**src/hw/rtl/lifet_pkg.sv**
```systemverilog
// Shared types and constants for the toroidal Life engine.
`timescale 1ns / 1ps

package lifet_pkg;

  // Life rule neighbor counts
  localparam int unsigned NbrSurviveLo = 2;
  localparam int unsigned NbrBirth     = 3;
  localparam int unsigned NbrCntW      = 4;

  localparam int unsigned RowCellsW  = 16;
  localparam int unsigned RowIndexW  = 4;
  localparam int unsigned GenCountW  = 8;
  localparam int unsigned GenCountRst = 1;

  typedef enum logic [1:0] {
    ST_LOAD,
    ST_EVOLVE,
    ST_EMIT
  } lifet_state_e;

  // Datapath commands; every active command rotates the row line by one row
  typedef struct packed {
    logic load;   // push the requested input row into the tail
    logic step;   // compute one next-generation row into the tail
    logic first;  // first row of a generation sweep
    logic last;   // last row of a generation sweep
    logic emit;   // rotate the head row back into the tail
  } lifet_cmd_t;

endpackage

```
**src/hw/rtl/lifet_datapath.sv**
```systemverilog
// Board row line and the shared one-row Life rule unit.
`timescale 1ns / 1ps

module lifet_datapath import lifet_pkg::*; #(
  parameter int unsigned BOARD_HEIGHT = 16,
  parameter int unsigned BOARD_WIDTH  = 16
) (
  input  logic                 clk_i,
  input  lifet_cmd_t           cmd_i,
  input  logic [RowCellsW-1:0] row_cells_i,
  output logic [RowCellsW-1:0] out_row_cells_o
);

  localparam int unsigned ExtW = (BOARD_WIDTH > RowCellsW) ? BOARD_WIDTH : RowCellsW;

  // board_q[0] is the head row; rows enter at the tail
  logic [BOARD_WIDTH-1:0] board_q [BOARD_HEIGHT];
  logic [BOARD_WIDTH-1:0] prev_q;
  logic [BOARD_WIDTH-1:0] first_q;

  logic [BOARD_WIDTH-1:0] load_row;
  logic [BOARD_WIDTH-1:0] up_row;
  logic [BOARD_WIDTH-1:0] mid_row;
  logic [BOARD_WIDTH-1:0] dn_row;
  logic [BOARD_WIDTH-1:0] next_row;
  logic [BOARD_WIDTH-1:0] tail_d;
  logic [ExtW-1:0]        in_ext;
  logic [ExtW-1:0]        out_ext;
  logic                   advance;

  assign in_ext   = ExtW'(row_cells_i);
  assign load_row = in_ext[BOARD_WIDTH-1:0];

  assign out_ext         = ExtW'(board_q[0]);
  assign out_row_cells_o = out_ext[RowCellsW-1:0];

  // The row above row 0 is the last row; the row below the last row is the
  // old row 0, saved at the start of the sweep.
  assign up_row  = cmd_i.first ? board_q[BOARD_HEIGHT-1] : prev_q;
  assign mid_row = board_q[0];
  assign dn_row  = cmd_i.last ? first_q : board_q[1];

  always_comb begin
    logic [NbrCntW-1:0] n;
    int unsigned lf;
    int unsigned rt;
    next_row = '0;
    for (int unsigned c = 0; c < BOARD_WIDTH; c++) begin
      lf = (c + BOARD_WIDTH - 1) % BOARD_WIDTH;
      rt = (c + 1) % BOARD_WIDTH;
      n = NbrCntW'(up_row[lf]) + NbrCntW'(up_row[c]) + NbrCntW'(up_row[rt])
        + NbrCntW'(mid_row[lf]) + NbrCntW'(mid_row[rt])
        + NbrCntW'(dn_row[lf]) + NbrCntW'(dn_row[c]) + NbrCntW'(dn_row[rt]);
      if (mid_row[c]) begin
        next_row[c] = (n == NbrCntW'(NbrSurviveLo)) || (n == NbrCntW'(NbrBirth));
      end else begin
        next_row[c] = (n == NbrCntW'(NbrBirth));
      end
    end
  end

  always_comb begin
    if (cmd_i.load) begin
      tail_d = load_row;
    end else if (cmd_i.step) begin
      tail_d = next_row;
    end else begin
      tail_d = board_q[0];
    end
  end

  assign advance = cmd_i.load | cmd_i.step | cmd_i.emit;

  always_ff @(posedge clk_i) begin
    if (advance) begin
      for (int unsigned i = 0; i + 1 < BOARD_HEIGHT; i++) begin
        board_q[i] <= board_q[i+1];
      end
      board_q[BOARD_HEIGHT-1] <= tail_d;
    end
    if (cmd_i.step) begin
      prev_q <= board_q[0];
      if (cmd_i.first) begin
        first_q <= board_q[0];
      end
    end
  end

endmodule

```
**src/hw/rtl/lifet_ctrl.sv**
```systemverilog
// Sequencer for load, evolve and emit phases of the Life engine.
`timescale 1ns / 1ps

module lifet_ctrl import lifet_pkg::*; #(
  parameter int unsigned BOARD_HEIGHT = 16
) (
  input  logic                 clk_i,
  input  logic                 rst_ni,
  input  logic                 start_i,
  input  logic [GenCountW-1:0] gen_count_i,
  output logic                 busy_o,
  output lifet_cmd_t           cmd_o,
  output logic                 out_strobe_o,
  output logic [RowIndexW-1:0] out_row_index_o,
  output logic                 last_row_o
);

  localparam int unsigned RowW = $clog2(BOARD_HEIGHT);
  localparam int unsigned IdxW = (RowW > RowIndexW) ? RowW : RowIndexW;
  localparam logic [RowW-1:0] LastRow = RowW'(BOARD_HEIGHT - 1);

  lifet_state_e          state_q, state_d;
  logic [RowW-1:0]       row_cnt_q, row_cnt_d;
  logic [GenCountW-1:0]  gen_cnt_q, gen_cnt_d;
  logic                  row_last;
  logic                  gen_last;
  logic [IdxW-1:0]       idx_ext;

  assign row_last = (row_cnt_q == LastRow);
  assign gen_last = (({1'b0, gen_cnt_q} + (GenCountW+1)'(1)) == {1'b0, gen_count_i});

  assign idx_ext         = IdxW'(row_cnt_q);
  assign out_row_index_o = idx_ext[RowIndexW-1:0];

  always_ff @(posedge clk_i or negedge rst_ni) begin
    if (!rst_ni) begin
      state_q   <= ST_LOAD;
      row_cnt_q <= '0;
      gen_cnt_q <= '0;
    end else begin
      state_q   <= state_d;
      row_cnt_q <= row_cnt_d;
      gen_cnt_q <= gen_cnt_d;
    end
  end

  always_comb begin
    state_d      = state_q;
    row_cnt_d    = row_cnt_q;
    gen_cnt_d    = gen_cnt_q;
    cmd_o        = '0;
    busy_o       = 1'b1;
    out_strobe_o = 1'b0;
    last_row_o   = 1'b0;
    unique case (state_q)
      ST_LOAD: begin
        busy_o = 1'b0;
        if (start_i) begin
          cmd_o.load = 1'b1;
          if (row_last) begin
            row_cnt_d = '0;
            state_d   = (gen_count_i == '0) ? ST_EMIT : ST_EVOLVE;
          end else begin
            row_cnt_d = row_cnt_q + RowW'(1);
          end
        end
      end
      ST_EVOLVE: begin
        cmd_o.step  = 1'b1;
        cmd_o.first = (row_cnt_q == '0);
        cmd_o.last  = row_last;
        if (row_last) begin
          row_cnt_d = '0;
          if (gen_last) begin
            gen_cnt_d = '0;
            state_d   = ST_EMIT;
          end else begin
            gen_cnt_d = gen_cnt_q + GenCountW'(1);
          end
        end else begin
          row_cnt_d = row_cnt_q + RowW'(1);
        end
      end
      ST_EMIT: begin
        cmd_o.emit   = 1'b1;
        out_strobe_o = 1'b1;
        last_row_o   = row_last;
        if (row_last) begin
          row_cnt_d = '0;
          state_d   = ST_LOAD;
        end else begin
          row_cnt_d = row_cnt_q + RowW'(1);
        end
      end
      default: begin
        state_d = ST_LOAD;
      end
    endcase
  end

endmodule

```
**src/hw/rtl/life_automaton_torus_unit.sv**
```systemverilog
// Top level of the toroidal Game of Life engine.
`timescale 1ns / 1ps

// Load a board one row per request (start_i while busy_o is low, row 0 first).
// After the last row busy_o rises and the block runs generation_count
// generations through a single row-wide rule unit, one row per cycle. The
// final board then leaves one row per cycle, each row marked by out_strobe_o
// and the final one by last_row_o; the receiver cannot stall, so it must take
// every strobed row. The generation count register is written through the cfg
// channel (always ready); the user must write it only while idle, as the block
// itself does not enforce this.
module life_automaton_torus_unit import lifet_pkg::*; #(
  parameter int unsigned BOARD_HEIGHT = 16,
  parameter int unsigned BOARD_WIDTH  = 16
) (
  input  logic                 clk_i,
  input  logic                 rst_ni,
  input  logic                 start_i,
  output logic                 busy_o,
  input  logic [RowCellsW-1:0] row_cells_i,
  output logic                 out_strobe_o,
  output logic [RowCellsW-1:0] out_row_cells_o,
  output logic [RowIndexW-1:0] out_row_index_o,
  output logic                 last_row_o,
  input  logic                 cfg_valid_i,
  output logic                 cfg_ready_o,
  input  logic [GenCountW-1:0] cfg_data_i
);

  logic [GenCountW-1:0] gen_count_q;
  lifet_cmd_t           cmd;

  assign cfg_ready_o = 1'b1;

  always_ff @(posedge clk_i or negedge rst_ni) begin
    if (!rst_ni) begin
      gen_count_q <= GenCountW'(GenCountRst);
    end else if (cfg_valid_i && cfg_ready_o) begin
      gen_count_q <= cfg_data_i;
    end
  end

  lifet_ctrl #(
    .BOARD_HEIGHT(BOARD_HEIGHT)
  ) u_ctrl (
    .clk_i          (clk_i),
    .rst_ni         (rst_ni),
    .start_i        (start_i),
    .gen_count_i    (gen_count_q),
    .busy_o         (busy_o),
    .cmd_o          (cmd),
    .out_strobe_o   (out_strobe_o),
    .out_row_index_o(out_row_index_o),
    .last_row_o     (last_row_o)
  );

  lifet_datapath #(
    .BOARD_HEIGHT(BOARD_HEIGHT),
    .BOARD_WIDTH (BOARD_WIDTH)
  ) u_datapath (
    .clk_i          (clk_i),
    .cmd_i          (cmd),
    .row_cells_i    (row_cells_i),
    .out_row_cells_o(out_row_cells_o)
  );

endmodule

```
**config.mk**
```make
export PLATFORM = sky130hd
export DESIGN_NAME = life_automaton_torus_unit
export DESIGN_NICKNAME = d
export VERILOG_FILES = /design/src/hw/rtl/lifet_pkg.sv /design/src/hw/rtl/lifet_datapath.sv /design/src/hw/rtl/lifet_ctrl.sv /design/src/hw/rtl/life_automaton_torus_unit.sv
export SDC_FILE = /design/constraint.sdc
export NUM_CORES = 1
export LEC_CHECK = 0
export BUFFER_PORTS_ARGS = -buffer_cell sky130_fd_sc_hd__buf_2
export CAP_MARGIN = 20
export CORE_ASPECT_RATIO = 0.9
export CORE_MARGIN = 2
export CORE_UTILIZATION = 55
export DETAILED_ROUTE_END_ITERATION = 7
export GPL_TIMING_DRIVEN = 0
export PLACE_DENSITY = 0.8
export REMOVE_ABC_BUFFERS = 1
export SETUP_SLACK_MARGIN = 0.05
export SKIP_CTS_REPAIR_TIMING = 1
export SLEW_MARGIN = 20
export SYNTH_ARGS = -nofsm -noshare
export SYNTH_HDL_FRONTEND = slang
export SYNTH_SLANG_ARGS = --single-unit
export TNS_END_PERCENT = 5
```
**constraint.sdc**
```tcl
create_clock -name clk_i -period 13 [get_ports clk_i]
set_input_delay 1.95 -clock clk_i [delete_from_list [all_inputs] [get_ports clk_i]]
set_output_delay 1.95 -clock clk_i [all_outputs]
set_load 0.05 [all_outputs]
```
# Word-level counts from Yosys, hierarchy flattened
# Memory sizes are Yosys's and may differ from the RTL's.
# Index checks and enable logic that the tools add are counted.
# word_totals
register_bits,54
ramBits,256
wordCells,229
mem_count,1
# mem_list
name,depth,word_bits,read_ports,rd_clocked_by_memory_dff,write_ports,line,text
u_datapath.board_q,16,16,16,0,16,lifet_datapath.sv:17,logic [BOARD_WIDTH-1:0] board_q [BOARD_HEIGHT];
# classes
n_addsub,115
n_eq_ne,41
muxes,39
bitwise_logic,2
n_reduce_logical,25
# ops
operator,count
$add A4 B1 Y4,96
$eq A4 B2 Y1 const B,32
$mux W16,4
$add A1 B1 Y2,16
$mux W1,23
$logic_or A1 B1 Y1,16
$mux W2,6
$add A8 B1 Y9 const B,1
$eq A9 B8 Y1,1
$add A8 B1 Y8 const B,1
$logic_not A8 Y1,1
$mux W4,2
$mux W8,1
$ne A2 B1 Y1 const B,4
$pmux W4 S2,1
$pmux W2 S3,1
$reduce_and A2 Y1,3
$reduce_and A5 Y1,1
$add A4 B1 Y4 const B,1
$eq A4 B4 Y1 const B,1
$logic_not A4 Y1,1
$mux W3,1
$eq A2 B1 Y1 const B,1
$eq A2 B2 Y1 const B,1
5 further kinds,6

# Logic depth before layout (Yosys ltp)
# logic_depth
word_depth,15
ltp_mapped,20
mapped_depth_nobuf,19

# Hierarchy
# From an unflattened synthesis, not the netlist that was laid out.
# unflattened
cells_unflattened,784
area_unflattened_um2,13432.9
# by_module_without_submodules
module,instances,cells_per_inst,area_per_inst_um2,seq_area_each_um2
lifet_datapath,1,646,12064.1,8648.3
lifet_ctrl,1,119,1024.7,350.3
life_automaton_torus_unit,1,19,344.1,201.4

# Least setup slack after synthesis
# Ideal clock, no wire load.
# synth_path
kind,input to register
from,input port start_i
to,"register u_ctrl.row_cnt_q[3], in the netlist u_ctrl.out_row_index_o[3]"
setup_time_ns,0.149
t_arrival_ns,15.692
required_time_ns,12.851
setup_slack_ns,-2.841
path_stages,4
path_buffers,0
cell_sequence,nor2_1 a21oi_1 nand2_1 o41ai_1
# synth_between
elab_chain_len,2
# synth_lines
element,line,text
"start, declared",life_automaton_torus_unit.sv:18,"input logic start_i,"
$ne A2 B2 Y1 (no line),n/a,
$reduce_and A2 Y1 (no line),n/a,
"end signal, assigned",lifet_ctrl.sv:42,row_cnt_q <= row_cnt_d;
"end, declared",lifet_ctrl.sv:23,"logic [RowW-1:0] row_cnt_q, row_cnt_d;"
# No other way between the ends.
# A chain may end at the register's enable or synchronous reset.

==> flow_results.org <==
** Setup path
- In this design, the critical path's most frequently occurring cell is fa_1.
- The worst setup path is launched from a register.
- Series of cell instances along the critical path :: nand2b_1, clkinv_2, nand3_2, inv_2, nand2_1, nand2_1, ha_1, fa_1, inv_1, fa_1, fa_1, fa_1, nor2b_1, a31oi_1, o21ai_0, o21ai_0, a21oi_1
- Reg2reg end :: u_datapath.board_q[1][126]$_DFFE_PP_
- The worst setup path is of the reg -> reg kind.
- For this run, the slowest stage of the critical path takes 0.86 ns.
- The worst register-to-register path has a setup slack of 6.33 ns.
- Cell with the largest stage delay on the worst path :: clkinv_2
- In this run the worst path has a maximum fanout of 41.
- Worst reg2reg startpoint :: u_ctrl.state_q[1]$_DFFE_PN0P_
- Beginning of the critical path :: u_ctrl.state_q[1]$_DFFE_PN0P_
- Capturing element of the worst setup path :: u_datapath.board_q[1][126]$_DFFE_PP_
- Worst r2r path cells :: 17
- STA classifies the critical path endpoint as a register.
- At the worst endpoint, the required time is 13.25 ns.
- Arrival time at the worst endpoint :: 6.92 ns

** Layout
- Filler cell count :: 1761
- The sequential cells in the finished layout cover a total of 9200 um^2.
- Excluding fillers, the count of instances in the completed layout stands at 1292.
- Final layout net count :: 1106
- Cells fill 62.8% of the core in the end.
- Ant diodes :: 0
- Fin area :: 15200 um^2
- The multi-input combinational cells in the finished layout cover a total of 3850 um^2.
- Of the cells placed in the final design, the portion with a size suffix greater than 1 is 13.4%.
- The area growth from synthesis to layout is 12.2%.

** Hold path
- In this run the most critical hold path is launched from u_datapath.board_q[1][1]$_DFFE_PP_.
- Classification of the worst-slack hold path :: reg -> reg

** STA
- Max Clock Skew :: 0.00889 ns
- Across all hold checks on the routed design, the worst slack comes to 0.415 ns.
- The clock period could shrink to 6.67 ns.
- Final Hold Fails :: 0
- Static timing analysis puts the maximum clock frequency at 150 MHz.
- Number of failing setup endpoints in the final timing report :: 0
- Transition time at the pin with the least slew margin :: 0.922 ns
- Headroom to the max-slew limit came out at 38.5%.
- Fin Setup TNS :: 0 ns
- Setup repair after global routing left no endpoint under its margin.
- Pins over their slew limit :: 0
- Final cycle utilization of the critical path :: 51.3%
- In the post-route analysis, the smallest setup slack over all paths is 6.33 ns.

** Power and ir drop
- Power Density :: 293 nW/um^2
- Static power due to leakage :: 6.18 nW
- IR analysis of the VDD net gives a maximum drop of 157 uV.
- The design draws 4.45 mW.

** Logic synthesis
- Sequential element share of the synthesized area :: 68.0%
- In the post-synthesis netlist, the biggest area contributors are edfxtp_1, fa_1, ha_1.
- edfxtp_1 takes more of the synthesized area than any other cell.
- Post-synthesis instance area :: 13500 um^2
- Synthesis warning total :: 0
- The most used flip-flop cell after synthesis is edfxtp_1.
- Synth top cells by count :: edfxtp_1, nand2_1, inv_1, ha_1, fa_1
- Number of flops mapped to enable cells by yosys :: 288
- Count of unique library cells instantiated by Yosys :: 47
- In this run the biggest area consumer among cell types represents 63.9% of the synthesized area.
- Counting every instance in the synthesized netlist gives 905.
- Library cell with the highest instance count after synthesis :: edfxtp_1
- Synthesis inferred 310 register bits.
- Share of flip-flops with an asynchronous set or reset :: 7.10%
- Synthesized area per cell :: 15.0 um^2

** Place
- Detailed placement ended at an HPWL of 14.4 mm.
- Before CTS, the worst setup slack after placement is 6.37 ns.
- Once placement finished, the instance area stood at 14300 um^2.
- Input and output buffers added on the ports amount to 50.
- Including well taps, the total number of placed cells is 1240.
- RePlAce Congestion :: 0.783

** Detailed routing
- The first detailed-routing pass took 4 iterations.
- The final layout contains routed wiring with a total length of 22.9 mm.
- Number of nets with antenna violations after routing :: 0
- In the routed design, unresolved DRC markers number 0.
- In the routed layout, each cell is associated on average with a via count of 5.47.
- Iteration-0 DRC count of the detailed router :: 578
- Across all layers, the routed design uses 7068 vias.
- In the final routed layout, each cell accounts on average for 17.7 um.

** Floorplan
- In this run the core area contains 54 standard-cell rows.
- Overall die height :: 153 um
- During I/O placement, the number of pins put on the boundary was 52.
- The die covers 25900 um^2.
- From left edge to right edge, the die measures 169 um.
- The total area inside the core boundary comes to 24200 um^2.
- Starting utilization of the core area :: 55.9%

** Global route
- The number of antenna violations at the first check in global routing was 0.
- Global routing finished with a remaining overflow of 0.
- First-pass GRT wire length :: 36.8 mm
- Pin count of the biggest net entering global routing :: 42
- Global-route usage over all layers :: 18.0%
- The via count of the first global-routing pass is 7097.

** Clock network
- Root buffer cell :: clkbuf_16
- Maximum count of clock buffers along a single path :: 3
- Maximum level of the CTS H-tree :: 1
- Clock-pin slew on the worst setup and hold paths :: 0.07 ns
- The tree built by TritonCTS fans out to 310 sinks.
- The number of clock buffers added by TritonCTS is 29.
- At the later pin of the worst-skew pair, clock insertion delay measures 0.54 ns.
- TritonCTS built the clock tree.

** Run status
- Run status :: finished clean

** Run
- Max-cap violations :: 0
per-layer routing:
layer	wire, um	GRT usage, %	up-vias
met5	0	0	-
met4	578	5.25	0
met3	1120	3.30	44
met2	10300	27.5	171
met1	10800	26.9	3546
li1	-	-	3307
worst max-delay path, delay by kind of cell (launching register included):
family,cells,cell delay [ns]
AO/OA/AOI/OAI,4,0.43
flip-flops,1,0.44
AND/OR/NAND/NOR,5,1.94
adder cells (fa/ha/maj),5,2.15
buffers and inverters,3,1.39
layout by cell type (no fill, tap or decap), drive strengths merged, types with 3 or more instances in the layout:
master     n
a2111oi    6
a21o      23
a21oi     34
buf       62
clkbuf    32
clkinv    18
dfrtp     21
edfxtp   288
fa        51
ha        64
inv       78
mux2      11
mux2i      7
nand2    134
nand2b    10
nand3     20
nor2      34
nor2b      6
nor3       6
o211ai     5
o21ai     25
or2        3
xnor2      9
xor2      14
where the power goes:
part	total [mW]	internal, mW	switching, mW
Clock	0.778	0.427	0.351
Sequential	1.95	1.74	0.211
Combinational	1.72	0.696	1.02
cell families (layout without fill, tap and decap cells):
| family | after synthesis | in the layout | share of synthesized area [%] |
|---|---|---|---|
| buffers and inverters | 113 | 192 | 3.66 |
| AO/OA/AOI/OAI | 99 | 99 | 4.66 |
| multiplexers | 18 | 18 | 1.43 |
| flip-flops | 310 | 310 | 68.0 |
| XOR/XNOR | 23 | 23 | 1.49 |
| AND/OR/NAND/NOR | 226 | 226 | 7.27 |
| adder cells (fa/ha/maj) | 115 | 115 | 13.5 |
| other | 1 | 1 | 0.0277 |
final cells by class:
cell class	instances	share of cell area, %
Multi-Input combinational cell	482	25.4
Sequential cell	310	60.6
Inverter	78	1.94
Tap cell	308	2.54
Clock inverter	20	0.841
Clock buffer	32	4.86
Timing Repair Buffer	62	3.82
how the worst min path moves through the flow:
stage                                           end  depth (start not counted)
2_1_floorplan  u_datapath.board_q[0][100]$_DFFE_PP_                          0
3_3_place_gp    u_datapath.board_q[0][76]$_DFFE_PP_                          0
3_5_place_dp    u_datapath.board_q[0][19]$_DFFE_PP_                          0
4_1_cts        u_datapath.board_q[0][113]$_DFFE_PP_                          0
5_1_grt        u_datapath.board_q[0][113]$_DFFE_PP_                          0
6_report       u_datapath.board_q[0][113]$_DFFE_PP_                          0
flip-flops by register name, indices dropped and copies added (netlist names):
name and count:
u_datapath.board_q 256, u_datapath.first_q 16, u_datapath.prev_q 16, gen_count_q 8, u_ctrl.gen_cnt_q 8, u_ctrl.out_row_index_o 4, u_ctrl.state_q 2
(Power assumes the default switching activity.)
